<file path="config.mk">
export PLATFORM = sky130hd
export DESIGN_NAME = ibm_hex_float_to_ieee_single_flat
export DESIGN_NICKNAME = d
export VERILOG_FILES = /design/src/ihf2ieee_pkg.sv /design/src/ihf2ieee_if.sv /design/src/ibm_hex_float_to_ieee_single.sv /design/src/ihf2ieee_lzc.sv /design/src/flat_wrapper.sv
export SDC_FILE = /design/constraint.sdc
export NUM_CORES = 1
export LEC_CHECK = 0
export ABC_AREA = 1
export BUFFER_PORTS_ARGS = -buffer_cell sky130_fd_sc_hd__buf_2
export CAP_MARGIN = 20
export CORE_UTILIZATION = 60
export CTS_CLUSTER_DIAMETER = 40
export DETAILED_ROUTE_END_ITERATION = 7
export PLACE_DENSITY = 0.9
export REMOVE_ABC_BUFFERS = 1
export SLEW_MARGIN = 20
export SYNTH_ARGS = -nofsm -noshare
export SYNTH_HDL_FRONTEND = slang
export SYNTH_HIERARCHICAL = 1
export SYNTH_SLANG_ARGS = --single-unit
export TNS_END_PERCENT = 5
</file>
<file path="constraint.sdc">
create_clock -name clk -period 8.4 [get_ports clk]
set_input_delay 0.42 -clock clk [delete_from_list [all_inputs] [get_ports clk]]
set_output_delay 0.42 -clock clk [all_outputs]
set_load 0.01 [all_outputs]
</file>
<file path="src/ihf2ieee_pkg.sv">
package ihf2ieee_pkg;

	localparam int unsigned WORD_W  = 32;
	localparam int unsigned FRAC_W  = 24;
	localparam int unsigned HEXE_W  = 7;
	localparam int unsigned LZ_W    = 5;
	localparam int unsigned MANT_W  = 23;
	localparam int unsigned EXPF_W  = 8;
	localparam int unsigned BEXP_W  = 10;

	typedef logic signed [BEXP_W-1:0] bexp_t;
	typedef logic [LZ_W-1:0]          lz_t;
	typedef logic [FRAC_W-1:0]        frac_t;

	localparam bexp_t EXP_OFFSET   = bexp_t'(130);
	localparam bexp_t EXP_MAX      = bexp_t'(255);
	localparam bexp_t DENORM_LIMIT = bexp_t'(-24);
	localparam bexp_t BEXP_ZERO    = bexp_t'(0);
	localparam bexp_t BEXP_ONE     = bexp_t'(1);

endpackage

</file>
<file path="src/ihf2ieee_if.sv">
interface ihf2ieee_in_if import ihf2ieee_pkg::*; ();
	logic              valid;
	logic              ready;
	logic [WORD_W-1:0] ibm_word;

	modport source (output valid, output ibm_word, input ready);
	modport sink (input valid, input ibm_word, output ready);
endinterface

interface ihf2ieee_out_if import ihf2ieee_pkg::*; ();
	logic              valid;
	logic              ready;
	logic [WORD_W-1:0] ieee_word;

	modport source (output valid, output ieee_word, input ready);
	modport sink (input valid, input ieee_word, output ready);
endinterface

</file>
<file path="src/ibm_hex_float_to_ieee_single.sv">
// Throughput: one request per cycle; the whole pipe holds while the output stalls.
// Stages: input register, leading-zero count, normalize shift and exponent,
// classify with denormal shift into the output register.
// Reset (arst_n, asynchronous) clears the stage valid bits only.
module ibm_hex_float_to_ieee_single import ihf2ieee_pkg::*; (
	input  logic           clk,
	input  logic           arst_n,
	ihf2ieee_in_if.sink    in_ch,
	ihf2ieee_out_if.source out_ch
);

	logic advance;

	logic              valid_s1, valid_s2, valid_s3, valid_s4;
	logic              sign_s1, sign_s2, sign_s3;
	logic [HEXE_W-1:0] hexe_s1, hexe_s2;
	frac_t             frac_s1, frac_s2, norm_s3;
	lz_t               lz_s2;
	logic              zero_s2, zero_s3;
	bexp_t             bexp_s3;
	logic [WORD_W-1:0] word_s4;

	lz_t               lz_s1;
	bexp_t             bexp_n;
	logic [LZ_W-1:0]   shamt;
	logic [EXPF_W-1:0] expf_n;
	logic [MANT_W-1:0] mant_n;

	// every stage moves together; hold all when the result is not taken
	assign advance     = !valid_s4 || out_ch.ready;
	assign in_ch.ready = advance;

	assign out_ch.valid     = valid_s4;
	assign out_ch.ieee_word = word_s4;

	always_ff @(posedge clk or negedge arst_n) begin
		if (!arst_n) begin
			valid_s1 <= 1'b0;
			valid_s2 <= 1'b0;
			valid_s3 <= 1'b0;
			valid_s4 <= 1'b0;
		end else if (advance) begin
			valid_s1 <= in_ch.valid;
			valid_s2 <= valid_s1;
			valid_s3 <= valid_s2;
			valid_s4 <= valid_s3;
		end
	end

	// stage 1: capture
	always_ff @(posedge clk) begin
		if (advance) begin
			sign_s1 <= in_ch.ibm_word[WORD_W-1];
			hexe_s1 <= in_ch.ibm_word[WORD_W-2 -: HEXE_W];
			frac_s1 <= in_ch.ibm_word[FRAC_W-1:0];
		end
	end

	// stage 2: leading-zero count
	ihf2ieee_lzc u_lzc (
		.frac (frac_s1),
		.lz   (lz_s1)
	);

	always_ff @(posedge clk) begin
		if (advance) begin
			sign_s2 <= sign_s1;
			hexe_s2 <= hexe_s1;
			frac_s2 <= frac_s1;
			lz_s2   <= lz_s1;
			zero_s2 <= (frac_s1 == '0);
		end
	end

	// stage 3: normalize and form the biased exponent
	assign bexp_n = $signed({{(BEXP_W-HEXE_W-2){1'b0}}, hexe_s2, 2'b00})
		- EXP_OFFSET - $signed({{(BEXP_W-LZ_W){1'b0}}, lz_s2});

	always_ff @(posedge clk) begin
		if (advance) begin
			sign_s3 <= sign_s2;
			zero_s3 <= zero_s2;
			norm_s3 <= frac_s2 << lz_s2;
			bexp_s3 <= bexp_n;
		end
	end

	// stage 4: classify; a denormal shifts the full mantissa right by 1 - bexp
	assign shamt = LZ_W'(BEXP_ONE - bexp_s3);

	always_comb begin
		priority if (zero_s3 || bexp_s3 < DENORM_LIMIT) begin
			expf_n = '0;
			mant_n = '0;
		end else if (bexp_s3 <= BEXP_ZERO) begin
			expf_n = '0;
			mant_n = MANT_W'(norm_s3 >> shamt);
		end else if (bexp_s3 >= EXP_MAX) begin
			expf_n = EXPF_W'(EXP_MAX);
			mant_n = '0;
		end else begin
			expf_n = EXPF_W'(bexp_s3);
			mant_n = norm_s3[MANT_W-1:0];
		end
	end

	always_ff @(posedge clk) begin
		if (advance) begin
			word_s4 <= {sign_s3, expf_n, mant_n};
		end
	end

endmodule

</file>
<file path="src/ihf2ieee_lzc.sv">
module ihf2ieee_lzc import ihf2ieee_pkg::*; (
	input  frac_t frac,
	output lz_t   lz
);

	// scan from the LSB up so the highest set bit wins
	always_comb begin
		lz = '0;
		for (int i = 0; i < FRAC_W; i++) begin
			if (frac[i]) begin
				lz = lz_t'(FRAC_W - 1 - i);
			end
		end
	end

endmodule

</file>
<file path="src/flat_wrapper.sv">
// flat-port wrapper written by rule: the top's interface ports become plain ports
module ibm_hex_float_to_ieee_single_flat import ihf2ieee_pkg::*;
  (clk, arst_n, in_ch_valid, in_ch_ibm_word, in_ch_ready, out_ch_valid, out_ch_ieee_word, out_ch_ready);
  ihf2ieee_in_if in_ch_i ();
  ihf2ieee_out_if out_ch_i ();
  input  logic clk;
  input  logic arst_n;
  input wire logic [$bits(in_ch_i.valid)-1:0] in_ch_valid;
  input wire logic [$bits(in_ch_i.ibm_word)-1:0] in_ch_ibm_word;
  output wire logic [$bits(in_ch_i.ready)-1:0] in_ch_ready;
  output wire logic [$bits(out_ch_i.valid)-1:0] out_ch_valid;
  output wire logic [$bits(out_ch_i.ieee_word)-1:0] out_ch_ieee_word;
  input wire logic [$bits(out_ch_i.ready)-1:0] out_ch_ready;
  assign in_ch_i.valid = in_ch_valid;
  assign in_ch_i.ibm_word = in_ch_ibm_word;
  assign in_ch_ready = in_ch_i.ready;
  assign out_ch_valid = out_ch_i.valid;
  assign out_ch_ieee_word = out_ch_i.ieee_word;
  assign out_ch_i.ready = out_ch_ready;
  ibm_hex_float_to_ieee_single u_core (.clk(clk), .arst_n(arst_n), .in_ch(in_ch_i), .out_ch(out_ch_i));
endmodule
</file>
==> key figures <==
Drt
  – Drt initial violations: 683
  – Remaining number of nets flagged by the antenna check after routing: 0
  – Final routed wirelength across all metal layers: 17800 µm
  – Number of vias after detailed routing: 6416
  – Pre-Repair DR Iteration Count: 6
  – Via-per-instance ratio: 5.78
  – Avg WL per Cell: 16.1 µm
  – Number of design rule violations left after detail routing: 0

Cells and area
  – Fraction of final layout cells with drive strength greater than 1: 13.2%
  – Post-synthesis to final-layout area growth: 12.2%
  – Area occupied by multi-input gates: 3030 µm²
  – Final antenna diode count: 0
  – Number of non-filler instances in the completed layout: 1110
  – Area occupied by registers: 4240 µm²
  – Filler cells: 999
  – Final non-filler cell area: 8700 µm²
  – # nets final: 975
  – Post-layout utilization of the core: 69.0%

Critical path
  – Worst path required time: 8.53 ns
  – Buffering stage count on the worst path with inverters included: 2
  – Worst-path cell chain: inv_2, ha_1, clkinv_1, nand3_1, nand3_1, nand2_1, nand2_1, nand2_1, a21oi_1
  – Largest driver fanout on the critical path: 30
  – Worst-case reg-to-reg path depth: 9
  – Cell class contributing the biggest share of worst-path delay: buffers and inverters
  – Critical Path End Type: flip-flop
  – Reg-to-reg endpoint: u_core/out_ch.ieee_word[0]
  – Delay contributed by the slowest stage of the critical path: 0.96 ns
  – Signal arrival time at the worst endpoint: 4.49 ns
  – Minimum setup slack among reg-to-reg paths: 4.04 ns
  – Startpoint types: flip-flop
  – Standard cell with the maximum stage delay on the critical path: edfxtp_1
  – Path type of the worst setup path: flip-flop to flip-flop
  – Start of the worst register-to-register path: u_core/bexp_s3[1]
  – Cell with the most instances on the worst path: nand2_1

Logic synthesis
  – Top cell type's share of synthesized area: 53.4%
  – Number of standard cells after synthesis: 877
  – Most area-hungry cell type in the Yosys netlist: edfxtp_1
  – Most instantiated library cell after synthesis: nand2_1
  – Number of flip-flops and latches in the synthesized netlist: 142
  – Yosys warning count: 6
  – Mean Syn Cell Area: 8.84 µm²
  – Most frequently used flop master after synthesis: edfxtp_1
  – Part of the Yosys area used for sequential elements: 54.7%
  – Count of flip-flops with a built-in enable after synthesis: 138
  – Unique masters post-synth: 44
  – Async set-or-reset flop fraction in the synthesized netlist: 2.82%
  – Area contributors post-synth: edfxtp_1, nand2_1, nand3_1, a21oi_1, inv_1
  – Cell area after synthesis: 7760 µm²
  – Top cell types by occurrence after synthesis: nand2_1, nand3_1, edfxtp_1

STA
  – Number of failing hold endpoints at the final stage: 0
  – Period utilization: 51.9%
  – Highest clock rate: 0.229 GHz
  – Worst Skew: 0.00530 ns
  – Rel. slew slack: 32.3%
  – Worst-Margin Slew: 1.02 ns
  – Final worst slack: 4.04 ns
  – Unrepaired setup endpoints after global routing: false
  – Final critical path time including I/O delays and setup: 4.36 ns
  – Setup TNS: 0 ns
  – Worst hold slack across all endpoints: 0.181 ns
  – Max-slew violations: 0
  – Setup violators final: 0

Global route
  – Vias in the first global route: 5815
  – Initial antenna violation count: 0
  – Gr ovfl total: 0
  – GRT Resource Usage Total: 28.4%
  – Largest net degree at the start of global routing: 86
  – Wire length of the first global-routing pass: 28500 µm

CTS
  – Clock latency at the later pin of the worst-skew pair: 0.41 ns
  – Buffer type at the clock tree root: clkbuf_16
  – Buffer levels on the longest clock path: 2
  – Number of setup buffers added after CTS: 0
  – CTS H-tree depth: 4
  – Clock input transition at the sequential cells of the worst setup and hold paths: 0.06 ns
  – # clock sinks: 142
  – Number of buffers added by the clock tree synthesis step: 17
  – TritonCTS clock tree: built

Status
  – Run status: finished clean

Floorplan
  – Area enclosed by the die boundary: 13400 µm²
  – Starting utilization of the core area: 61.5%
  – Number of placement rows: 41
  – Io pins: 70
  – Die Wd: 116 µm
  – Die height: 116 µm
  – Core footprint: 12600 µm²

Min path
  – Cell depth of the worst hold path: 1
  – Worst min-delay path category: input pin to flip-flop
  – Endpoint, Worst Hold: u_core/frac_s1[20]
  – Hold wc startpoint: in_ch_ibm_word[20]

Job
  – Max capacitance violation total: 0

Placement
  – GPL Wtd Cong: 0.935
  – Cell area reported after detailed placement: 8110 µm²
  – Half-perimeter wire length after placement: 12000 µm
  – PortBufs: 69
  – Pre-CTS setup slack: 4.16 ns
  – Cell count after placement: 1078

Power and ir drop
  – Leakage power summed over all cells: 3.76 nW
  – Power, Total: 3.83 mW
  – IR drop worst, VDD: 0.206 mV
  – PD cells: 440 nW/µm²
-- layer usage --
metal	global-route usage, %	up-vias	wire length, µm
met3	4.39	56	1130
met5	0	-	0
li1	-	3121	-
met1	33.4	2946	6910
met4	16.8	0	828
met2	49.4	293	8970
-- power breakdown --
| part | switching, mW | internal [mW] | leakage (nW) |
|---|---|---|---|
| sequential | 0.235 | 1.14 | 1.48 |
| combinational | 1.17 | 0.552 | 2.00 |
| clock | 0.271 | 0.459 | 0.285 |
-- placed cells by master (no fill, tap or decap), types with 5 or more instances in the layout --
master / netlist / final
o21a_1: 5 / 5
clkinv_2: 1 / 6
edfxtp_1: 138 / 138
a31oi_1: 6 / 6
ha_1: 12 / 12
a21oi_1: 45 / 45
nand2_1: 252 / 251
nor2_1: 46 / 46
o21ai_0: 30 / 30
nand3_1: 163 / 163
clkbuf_16: 0 / 17
or2_2: 7 / 7
nor4_1: 8 / 8
inv_2: 5 / 5
inv_1: 60 / 60
buf_2: 14 / 69
nand4_1: 8 / 8
o211ai_1: 7 / 7
clkinv_1: 2 / 5
-- kinds of logic after synthesis --
group,count (synthesis),share of synthesized area (%)
AND/OR/NAND/NOR,498,28.1
flip-flops,142,54.7
buffers and inverters,112,6.47
AO/OA/AOI/OAI,103,7.36
adder cells (fa/ha/maj),13,2.19
XOR/XNOR,7,0.887
multiplexers,2,0.290
-- state kept, by name, indices dropped and copies added, names as in the netlist, 5 cells and up --
register and flops:
u_core/lz_s2 5, u_core/frac_s1 24, u_core/norm_s3 24, u_core/hexe_s1 7, u_core/frac_s2 24, u_core/hexe_s2 7
u_core/out_ch.ieee_word 32, u_core/bexp_s3 10
-- cell type report --
class | count | area share (%)
sequential | 142 | 48.8
tap | 172 | 2.47
inverter | 69 | 3.02
timing repair buffer | 73 | 4.34
clock inverter | 14 | 1.74
multi-input combinational | 623 | 34.8
clock buffer | 17 | 4.89
-- worst max path at each step --
stage                 startpoint                         end  depth (start not counted)
6_report       u_core/bexp_s3[1]  u_core/out_ch.ieee_word[0]                          9
5_1_grt        u_core/bexp_s3[1]  u_core/out_ch.ieee_word[1]                          8
4_1_cts        u_core/bexp_s3[1]  u_core/out_ch.ieee_word[0]                          9
3_5_place_dp   u_core/bexp_s3[1]  u_core/out_ch.ieee_word[0]                          9
3_3_place_gp   u_core/bexp_s3[1]  u_core/out_ch.ieee_word[4]                          9
2_1_floorplan       out_ch_ready             u_core/valid_s1                          3
-- what timing repair did --
| action | in CTS | in global routing |
|---|---|---|
| hold endpoints to repair | 4 | 0 |
| gates resized for setup | 0 | 0 |
| hold buffers | 1 | 0 |
(Power assumes the default switching activity.)
